## config.mk

```make
export PLATFORM = sky130hd
export DESIGN_NAME = prefix_expression_evaluator
export DESIGN_NICKNAME = d
export VERILOG_FILES = /design/src/design/pfxev_pkg.sv /design/src/design/pfxev_ram.sv /design/src/design/pfxev_alu.sv /design/src/design/prefix_expression_evaluator.sv
export SDC_FILE = /design/constraint.sdc
export NUM_CORES = 2
export LEC_CHECK = 0
export ABC_AREA = 1
export BUFFER_PORTS_ARGS = -buffer_cell sky130_fd_sc_hd__buf_2
export CAP_MARGIN = 10
export CORE_MARGIN = 2
export CORE_UTILIZATION = 30
export CTS_CLUSTER_DIAMETER = 60
export DETAILED_ROUTE_END_ITERATION = 16
export GPL_ROUTABILITY_DRIVEN = 0
export PLACE_DENSITY = 0.43
export SLEW_MARGIN = 20
export SYNTH_ARGS = -nofsm -noshare
export SYNTH_HDL_FRONTEND = slang
export SYNTH_SLANG_ARGS = --single-unit
```

## constraint.sdc

```tcl
create_clock -name clk -period 6.3 [get_ports clk]
set_input_delay 1.89 -clock clk [delete_from_list [all_inputs] [get_ports clk]]
set_output_delay 1.89 -clock clk [all_outputs]
set_load 0.02 [all_outputs]
```

## src/design/pfxev_pkg.sv

```systemverilog
package pfxev_pkg;

  // data path and stack sizing
  localparam int DATA_W      = 32;
  localparam int STACK_DEPTH = 16;
  localparam int ADDR_W      = $clog2(STACK_DEPTH);
  localparam int LEVEL_W     = $clog2(STACK_DEPTH + 1);
  localparam int DIV_STEPS   = DATA_W;
  localparam int CNT_W       = $clog2(DIV_STEPS);

  // character codes
  localparam logic [7:0] CH_ZERO = 8'h30;
  localparam logic [7:0] CH_NINE = 8'h39;
  localparam logic [7:0] CH_ADD  = 8'h2B;
  localparam logic [7:0] CH_SUB  = 8'h2D;
  localparam logic [7:0] CH_MUL  = 8'h2A;
  localparam logic [7:0] CH_DIV  = 8'h2F;
  localparam logic [7:0] CH_REM  = 8'h25;

  // status codes
  localparam logic [2:0] ST_OK    = 3'd0;
  localparam logic [2:0] ST_UNDER = 3'd1;
  localparam logic [2:0] ST_OVER  = 3'd2;
  localparam logic [2:0] ST_DIVZ  = 3'd3;
  localparam logic [2:0] ST_BADCH = 3'd4;

  typedef enum logic [2:0] {
    OP_ADD,
    OP_SUB,
    OP_MUL,
    OP_DIV,
    OP_REM
  } alu_op_t;

  typedef enum logic [1:0] {
    AP_IDLE,
    AP_DIV,
    AP_FIX
  } alu_phase_t;

  typedef enum logic [2:0] {
    S_IDLE,
    S_RD_RHS,
    S_START,
    S_BUSY,
    S_TOP_RD,
    S_TOP_CAP,
    S_REPORT
  } pfxev_state_t;

  typedef struct packed {
    logic              start;
    alu_op_t           op;
    logic [DATA_W-1:0] lhs;
    logic [DATA_W-1:0] rhs;
  } alu_req_t;

  typedef struct packed {
    logic              done;
    logic              divz;
    logic [DATA_W-1:0] res;
  } alu_rsp_t;

  // keep only the first error of an expression
  function automatic logic [2:0] first_err(input logic [2:0] cur, input logic [2:0] code);
    first_err = (cur == ST_OK) ? code : cur;
  endfunction

endpackage

```

## src/design/pfxev_ram.sv

```systemverilog
module pfxev_ram #(
  parameter int WIDTH = 32,
  parameter int DEPTH = 16
) (
  input  logic                     clk,
  input  logic                     we,
  input  logic [$clog2(DEPTH)-1:0] waddr,
  input  logic [WIDTH-1:0]         wdata,
  input  logic [$clog2(DEPTH)-1:0] raddr,
  output logic [WIDTH-1:0]         rdata
);

  logic [WIDTH-1:0] mem [DEPTH];

  // one write port, registered read port
  always_ff @(posedge clk) begin
    if (we) begin
      mem[waddr] <= wdata;
    end
    rdata <= mem[raddr];
  end

endmodule

```

## src/design/pfxev_alu.sv

```systemverilog
module pfxev_alu
  import pfxev_pkg::*;
(
  input  logic     clk,
  input  logic     rst_n,
  input  alu_req_t req,
  output alu_rsp_t rsp
);

  alu_phase_t        phase_r, phase_nxt;
  logic [CNT_W-1:0]  cnt_r, cnt_nxt;
  logic [DATA_W-1:0] quo_r, quo_nxt;
  logic [DATA_W-1:0] rem_r, rem_nxt;
  logic [DATA_W-1:0] dvs_r, dvs_nxt;
  logic              neg_q_r, neg_q_nxt;
  logic              neg_r_r, neg_r_nxt;
  logic              is_rem_r, is_rem_nxt;
  logic [DATA_W-1:0] res_r, res_nxt;
  logic              done_r, done_nxt;
  logic              divz_r, divz_nxt;

  logic              is_divide;
  logic [DATA_W:0]   rem_sh;
  logic [DATA_W:0]   diff;

  assign is_divide = (req.op == OP_DIV) || (req.op == OP_REM);
  assign rem_sh    = {rem_r, quo_r[DATA_W-1]};
  assign diff      = rem_sh - {1'b0, dvs_r};

  // phase sequencing
  always_comb begin
    phase_nxt = phase_r;
    case (phase_r)
      AP_IDLE: begin
        if (req.start && is_divide && (req.rhs != '0)) begin
          phase_nxt = AP_DIV;
        end
      end
      AP_DIV: begin
        if (cnt_r == CNT_W'(DIV_STEPS - 1)) begin
          phase_nxt = AP_FIX;
        end
      end
      AP_FIX:  phase_nxt = AP_IDLE;
      default: phase_nxt = AP_IDLE;
    endcase
  end

  // shared arithmetic: add, sub, mul computed directly; restoring divide one bit per cycle
  always_comb begin
    cnt_nxt    = cnt_r;
    quo_nxt    = quo_r;
    rem_nxt    = rem_r;
    dvs_nxt    = dvs_r;
    neg_q_nxt  = neg_q_r;
    neg_r_nxt  = neg_r_r;
    is_rem_nxt = is_rem_r;
    res_nxt    = res_r;
    done_nxt   = 1'b0;
    divz_nxt   = 1'b0;
    case (phase_r)
      AP_IDLE: begin
        if (req.start) begin
          case (req.op)
            OP_ADD: begin
              res_nxt  = req.lhs + req.rhs;
              done_nxt = 1'b1;
            end
            OP_SUB: begin
              res_nxt  = req.lhs - req.rhs;
              done_nxt = 1'b1;
            end
            OP_MUL: begin
              res_nxt  = req.lhs * req.rhs;
              done_nxt = 1'b1;
            end
            default: begin
              if (req.rhs == '0) begin
                res_nxt  = '0;
                divz_nxt = 1'b1;
                done_nxt = 1'b1;
              end else begin
                quo_nxt    = req.lhs[DATA_W-1] ? -req.lhs : req.lhs;
                dvs_nxt    = req.rhs[DATA_W-1] ? -req.rhs : req.rhs;
                rem_nxt    = '0;
                cnt_nxt    = '0;
                neg_q_nxt  = req.lhs[DATA_W-1] ^ req.rhs[DATA_W-1];
                neg_r_nxt  = req.lhs[DATA_W-1];
                is_rem_nxt = (req.op == OP_REM);
              end
            end
          endcase
        end
      end
      AP_DIV: begin
        if (!diff[DATA_W]) begin
          rem_nxt = diff[DATA_W-1:0];
          quo_nxt = {quo_r[DATA_W-2:0], 1'b1};
        end else begin
          rem_nxt = rem_sh[DATA_W-1:0];
          quo_nxt = {quo_r[DATA_W-2:0], 1'b0};
        end
        cnt_nxt = cnt_r + 1'b1;
      end
      AP_FIX: begin
        // quotient truncates toward zero, remainder takes the dividend's sign
        if (is_rem_r) begin
          res_nxt = neg_r_r ? -rem_r : rem_r;
        end else begin
          res_nxt = neg_q_r ? -quo_r : quo_r;
        end
        done_nxt = 1'b1;
      end
      default: begin
        done_nxt = 1'b0;
      end
    endcase
  end

  // control registers
  always_ff @(posedge clk) begin
    if (!rst_n) begin
      phase_r <= AP_IDLE;
      done_r  <= 1'b0;
      divz_r  <= 1'b0;
    end else begin
      phase_r <= phase_nxt;
      done_r  <= done_nxt;
      divz_r  <= divz_nxt;
    end
  end

  // data registers
  always_ff @(posedge clk) begin
    cnt_r    <= cnt_nxt;
    quo_r    <= quo_nxt;
    rem_r    <= rem_nxt;
    dvs_r    <= dvs_nxt;
    neg_q_r  <= neg_q_nxt;
    neg_r_r  <= neg_r_nxt;
    is_rem_r <= is_rem_nxt;
    res_r    <= res_nxt;
  end

  assign rsp.done = done_r;
  assign rsp.divz = divz_r;
  assign rsp.res  = res_r;

endmodule

```

## src/design/prefix_expression_evaluator.sv

```systemverilog
// Prefix expression evaluator.
// Input channel in_*: one character of the reversed prefix expression per
// request, in_tdata[7:0] = ch, in_tlast marks the final character.
// Output channel out_*: one request per expression, sent after the character
// flagged by in_tlast; out_tdata[31:0] = value (top of stack, signed),
// out_tdata[34:32] = status (0 ok, 1 underflow, 2 overflow, 3 divide by zero,
// 4 bad character).
// Per character: a digit, a bad character or an operator short of operands
// is handled in the idle state; + - * and a division by zero take one pass
// through the shared arithmetic unit, and / and % run its 32-step radix-2
// divider. Operands come from a 16-entry stack memory with one
// registered read port, read one entry per cycle.
// After the final character the top is read and the output register loaded.
// in_tready is high only while no character is in progress.
// If the receiver stalls, the result waits in the output register; the next
// expression is still taken in and processed until its own result is due.
// Reset empties the stack and clears the error; the stack memory itself is
// not cleared.
module prefix_expression_evaluator
  import pfxev_pkg::*;
(
  input  logic        clk,
  input  logic        rst_n,
  input  logic        in_tvalid,
  output logic        in_tready,
  input  logic [7:0]  in_tdata,   // [7:0] ch
  input  logic        in_tlast,   // last_char
  output logic        out_tvalid,
  input  logic        out_tready,
  output logic [39:0] out_tdata   // [31:0] value, [34:32] status, [39:35] zero
);

  pfxev_state_t      state_r, state_nxt;
  logic [LEVEL_W-1:0] level_r, level_nxt;
  logic [2:0]        err_r, err_nxt;
  alu_op_t           op_r, op_nxt;
  logic              last_r, last_nxt;
  logic [DATA_W-1:0] lhs_r, lhs_nxt;
  logic [DATA_W-1:0] top_r, top_nxt;
  logic              out_tvalid_r, out_tvalid_nxt;
  logic [DATA_W-1:0] out_value_r, out_value_nxt;
  logic [2:0]        out_status_r, out_status_nxt;

  logic              ram_we;
  logic [ADDR_W-1:0] ram_waddr;
  logic [DATA_W-1:0] ram_wdata;
  logic [ADDR_W-1:0] ram_raddr;
  logic [DATA_W-1:0] ram_rdata;

  alu_req_t          alu_req;
  alu_rsp_t          alu_rsp;

  logic              in_req;
  logic              ch_digit;
  logic              ch_oper;
  alu_op_t           ch_op;
  logic [LEVEL_W-1:0] level_m1;
  logic [LEVEL_W-1:0] level_m2;
  logic              out_free;

  assign in_tready = (state_r == S_IDLE);
  assign in_req    = in_tvalid && in_tready;
  assign level_m1  = level_r - LEVEL_W'(1);
  assign level_m2  = level_r - LEVEL_W'(2);
  assign out_free  = !out_tvalid_r || out_tready;

  // character decode
  always_comb begin
    ch_digit = (in_tdata inside {[CH_ZERO:CH_NINE]});
    ch_oper  = 1'b1;
    case (in_tdata)
      CH_ADD:  ch_op = OP_ADD;
      CH_SUB:  ch_op = OP_SUB;
      CH_MUL:  ch_op = OP_MUL;
      CH_DIV:  ch_op = OP_DIV;
      CH_REM:  ch_op = OP_REM;
      default: begin
        ch_op   = OP_ADD;
        ch_oper = 1'b0;
      end
    endcase
  end

  // operand stack
  pfxev_ram #(
    .WIDTH (DATA_W),
    .DEPTH (STACK_DEPTH)
  ) u_stack (
    .clk   (clk),
    .we    (ram_we),
    .waddr (ram_waddr),
    .wdata (ram_wdata),
    .raddr (ram_raddr),
    .rdata (ram_rdata)
  );

  // shared arithmetic unit
  pfxev_alu u_alu (
    .clk   (clk),
    .rst_n (rst_n),
    .req   (alu_req),
    .rsp   (alu_rsp)
  );

  // sequencer next state
  always_comb begin
    state_nxt = state_r;
    case (state_r)
      S_IDLE: begin
        if (in_req) begin
          if (ch_oper && (level_r >= LEVEL_W'(2))) begin
            state_nxt = S_RD_RHS;
          end else if (in_tlast) begin
            state_nxt = S_TOP_RD;
          end
        end
      end
      S_RD_RHS: state_nxt = S_START;
      S_START:  state_nxt = S_BUSY;
      S_BUSY: begin
        if (alu_rsp.done) begin
          state_nxt = last_r ? S_TOP_RD : S_IDLE;
        end
      end
      S_TOP_RD:  state_nxt = (level_r == '0) ? S_REPORT : S_TOP_CAP;
      S_TOP_CAP: state_nxt = S_REPORT;
      S_REPORT: begin
        if (out_free) begin
          state_nxt = S_IDLE;
        end
      end
      default: state_nxt = S_IDLE;
    endcase
  end

  // sequencer outputs and data path
  always_comb begin
    level_nxt      = level_r;
    err_nxt        = err_r;
    op_nxt         = op_r;
    last_nxt       = last_r;
    lhs_nxt        = lhs_r;
    top_nxt        = top_r;
    out_tvalid_nxt = out_tvalid_r && !out_tready;
    out_value_nxt  = out_value_r;
    out_status_nxt = out_status_r;
    ram_we         = 1'b0;
    ram_waddr      = level_r[ADDR_W-1:0];
    ram_wdata      = DATA_W'(in_tdata - CH_ZERO);
    ram_raddr      = level_m1[ADDR_W-1:0];
    alu_req.start  = 1'b0;
    alu_req.op     = op_r;
    alu_req.lhs    = lhs_r;
    alu_req.rhs    = ram_rdata;
    case (state_r)
      S_IDLE: begin
        if (in_req) begin
          op_nxt   = ch_op;
          last_nxt = in_tlast;
          if (ch_digit) begin
            // push, or drop on a full stack
            if (level_r >= LEVEL_W'(STACK_DEPTH)) begin
              err_nxt = first_err(err_r, ST_OVER);
            end else begin
              ram_we    = 1'b1;
              level_nxt = level_r + LEVEL_W'(1);
            end
          end else if (ch_oper) begin
            if (level_r < LEVEL_W'(2)) begin
              err_nxt = first_err(err_r, ST_UNDER);
            end
          end else begin
            err_nxt = first_err(err_r, ST_BADCH);
          end
        end
      end
      S_RD_RHS: begin
        lhs_nxt   = ram_rdata;
        ram_raddr = level_m2[ADDR_W-1:0];
      end
      S_START: begin
        alu_req.start = 1'b1;
      end
      S_BUSY: begin
        // pop two, push the result
        if (alu_rsp.done) begin
          ram_we    = 1'b1;
          ram_waddr = level_m2[ADDR_W-1:0];
          ram_wdata = alu_rsp.res;
          level_nxt = level_m1;
          if (alu_rsp.divz) begin
            err_nxt = first_err(err_r, ST_DIVZ);
          end
        end
      end
      S_TOP_RD: begin
        if (level_r == '0) begin
          err_nxt = first_err(err_r, ST_UNDER);
          top_nxt = '0;
        end
      end
      S_TOP_CAP: begin
        top_nxt = ram_rdata;
      end
      S_REPORT: begin
        // load the output register and start a fresh expression
        if (out_free) begin
          out_tvalid_nxt = 1'b1;
          out_value_nxt  = top_r;
          out_status_nxt = err_r;
          level_nxt      = '0;
          err_nxt        = ST_OK;
        end
      end
      default: begin
        ram_we = 1'b0;
      end
    endcase
  end

  // control registers
  always_ff @(posedge clk) begin
    if (!rst_n) begin
      state_r      <= S_IDLE;
      level_r      <= '0;
      err_r        <= ST_OK;
      out_tvalid_r <= 1'b0;
    end else begin
      state_r      <= state_nxt;
      level_r      <= level_nxt;
      err_r        <= err_nxt;
      out_tvalid_r <= out_tvalid_nxt;
    end
  end

  // data registers
  always_ff @(posedge clk) begin
    op_r         <= op_nxt;
    last_r       <= last_nxt;
    lhs_r        <= lhs_nxt;
    top_r        <= top_nxt;
    out_value_r  <= out_value_nxt;
    out_status_r <= out_status_nxt;
  end

  assign out_tvalid = out_tvalid_r;
  assign out_tdata  = {5'b0, out_status_r, out_value_r};

  // stack level never passes the depth
  a_level_bound: assert property (@(posedge clk) disable iff (!rst_n)
    level_r <= LEVEL_W'(STACK_DEPTH))
    else $error("stack level above depth");

  // a sent report leaves an empty stack and no error
  a_report_clears: assert property (@(posedge clk) disable iff (!rst_n)
    (state_r == S_REPORT && out_free) |=> (level_r == '0 && err_r == ST_OK && out_tvalid_r))
    else $error("report did not clear the expression");

  // the arithmetic unit only answers while the sequencer waits for it
  a_alu_done_busy: assert property (@(posedge clk) disable iff (!rst_n)
    alu_rsp.done |-> state_r == S_BUSY)
    else $error("arithmetic result outside busy state");

  // a status is always a defined code
  a_status_range: assert property (@(posedge clk) disable iff (!rst_n)
    out_tvalid_r |-> out_status_r <= ST_BADCH)
    else $error("status out of range");

endmodule

```

==> out/qor.yml <==
grt:
  grt_pass1_wl_um: 290700
  grt_max_degree: 143
  grt_overflow: 0
  antenna_found_initial: 9
  grt_pass1_vias: 43420
  grt_usage: 0.2098
yosys:
  avgSynthCellArea_um2: 8.998
  synthFlopType: "edfxtp_1"
  yosys-top-cells-area: "edfxtp_1 41%, fa_1 15%, nand2_1 8.4%"
  yosysWarnings: 0
  synth_top_cell_area_share: 0.4071
  syn_inst: 6157
  synth_edf_count: 751
  synth_cell_types: 61
  syn-cell-area_um2: 55400
  yosys.area.top_type: "edfxtp_1"
  ys_ff_latch: 799
  ys_seq_area_frac: 0.4244
  synthArstFlopShare: 0
die:
  ios: 55
  placementRows: 157
  start_util: 0.3023
  core_um2: 183300
  dieArea_um2: 188100
  die_x_um: 433.7
  chipHeight_um: 433.7
run_status:
  violations: "negative setup slack"
  status: "finished, violations left"
place:
  hpwl_um: 140700
  portBuffers: 49
  place_area_um2: 61120
clock_tree:
  cts_root_buf: "clkbuf_16"
  clkSinkCount: 799
  cts_made_buffers: 105
  cts_tree: "done"
  clock_latency_ns: 0.76
  cts_buffer_depth: 3
  cts_max_level: 3
  hold_buffers: 0
  path_clk_slew_ns: 0.06
setup_path:
  crit_path_max_incr_delay_ns: 0.59
  worstSetupPathType: "reg -> reg"
  cp-endpoint: "u_alu.res_r[30]"
  startpoint: "lhs_r[19]"
  reg2reg_from: "lhs_r[19]"
  critPathMostFrequentCell: "fa_1"
  endpoint_kind: "flip-flop"
  reg2reg_slack_ns: -0.40
  cp_max_fo: 13
  slowest_stage: "fa_1"
  ff2ff_path_depth: 25
  cp.required_ns: 6.74
  worst-path-stages: 25
  timing.critical_path.max_delay_family: "adder cells"
  r2r_end: "u_alu.res_r[30]"
  crit_buf_inv: 5
  worst_ep_arrival_time_ns: 7.14
  start_kind: "flip-flop"
detailed_routing:
  drt_iter0_drc: 3594
  ant_nets: 0
  via_per_inst: 4.848
  routedWlPerCell_um: 22.14
  wirelength_um: 198700
  drt_pass1_iterations: 5
  drc: 0
  via_count: 43500
min_path:
  min_path_type: "reg -> reg"
final_layout:
  multi_input_area_um2: 27570
  syn2layout_area_growth_pct: 19.30
  final_common_cell: "nand2_1"
  layout.nets: 7046
  final_area_um2: 66090
  regArea_um2: 23560
  n_fill_cell: 18670
  mostFrequentLayoutCells: "1204 x nand2_1, 1031 x inv_1, 751 x edfxtp_1"
  layout-drive-gt1-share: 0.1405
timing:
  fmax_mhz: 149.2
  post-route-period-util: 1.064
  tightest_slew_ns: 1.131
  worst_slack_ns: -0.4014
  rsz0062_at_grt: "yes"
  setup-violations-final: 18
  fin_skew_ns: 0.08405
  drv_slew: 0
  period_minus_slack_ns: 6.701
  relSlewSlack: 0.2453
  hold_violations: 0
job:
  drv_cap: 0
==> state kept, by name, summed over array words and instances (netlist names), 2 cells and up <==
signal and cells:
u_alu.cnt_r 5, top_r 32, u_alu.rem_r 32, u_alu.quo_r 32, u_alu.dvs_r 32, lhs_r 32
op_r 3, out_value_r 32, u_alu.res_r 32, err_r 3, level_r 5, u_alu.phase_r 2
state_r 3, u_stack.rdata 32, u_stack.mem 512, out_status_r 3
==> synth_stat cells (34+ instances only) <==
cell type  count
ha_1         202
nand2_1     1236
nor2_1       588
fa_1         410
clkbuf_1     206
buf_2         44
o21ai_0      560
o21ai_1       70
nand3_1      177
a21oi_1      234
nand4_1       34
o221ai_1      73
o22ai_1       69
inv_1       1055
buf_1         44
edfxtp_1     751
xor2_1        69
nor3_1        42
dfxtp_1       48
==> kinds of logic (layout without fill, tap and decap cells) <==
group | after synthesis | after routing | synth area share
other | 1 | 7 | 0.00006769
AO/OA/AOI/OAI | 1093 | 1093 | 0.1095
AND/OR/NAND/NOR | 2162 | 2162 | 0.1596
XOR/XNOR | 97 | 97 | 0.01534
adder cells (fa/ha/maj) | 612 | 612 | 0.1938
flip-flops | 799 | 799 | 0.4244
buffers and inverters | 1393 | 1739 | 0.09734
==> what timing repair did <==
action,in CTS,in global routing
hold endpoints to repair,0,0
gates resized for setup,137,91
setup buffers,48,6
endpoints found under the setup margin,21,23
cloned,4,0
pin swaps,52,60
==> stage by stage <==
step	TNS [ns]	util	hold WS, ns	setup WS (ns)	cells
2_1_floorplan	-0.1113	-	0.4003	-0.07571	6161
3_3_place_gp	-8.146	0.3335	0.4043	-0.5993	8723
3_5_place_dp	-8.445	0.3335	0.4065	-0.6014	8723
4_1_cts	-4.431	0.3584	0.4148	-0.4130	8966
5_1_grt	-8.548	0.3606	0.4197	-0.6604	8971
6_report	-3.989	0.3606	0.4056	-0.4014	8973
==> metal layers <==
metal  routed length, um  global-route usage  vias up  share of wire
li1                    -                   -    20480              -
met1               94710              0.3069    21850           0.48
met2               89860              0.3298      961           0.45
met3                8808             0.01983      202          0.044
met4                5291             0.05815        0          0.027
met5                   0                   0        -              0
==> area by class of cell <==
| type | instances | share of cell area |
|---|---|---|
| clock inverters | 60 | 0.01066 |
| multi-input cells | 3969 | 0.4171 |
| clock buffers | 133 | 0.04288 |
| repair buffers | 465 | 0.06440 |
| well taps | 2464 | 0.04665 |
| inverters | 1081 | 0.06181 |
| flip-flops and latches | 799 | 0.3564 |
| diodes | 2 | 0.00007572 |
==> worst min path at each step <==
| stage | start | end | slack [ns] | cells past startpoint |
|---|---|---|---|---|
| 2_1_floorplan | top_r[0] | out_value_r[0] | 0.40 | 0 |
| 3_5_place_dp | top_r[6] | out_value_r[6] | 0.41 | 0 |
| 3_3_place_gp | top_r[26] | out_value_r[26] | 0.40 | 0 |
| 4_1_cts | top_r[17] | out_value_r[17] | 0.41 | 0 |
| 5_1_grt | top_r[17] | out_value_r[17] | 0.42 | 0 |
| 6_report | top_r[17] | out_value_r[17] | 0.41 | 0 |
Power is not shown: default switching activity piles up to over one toggle a cycle in this logic, so the estimate is an artifact.
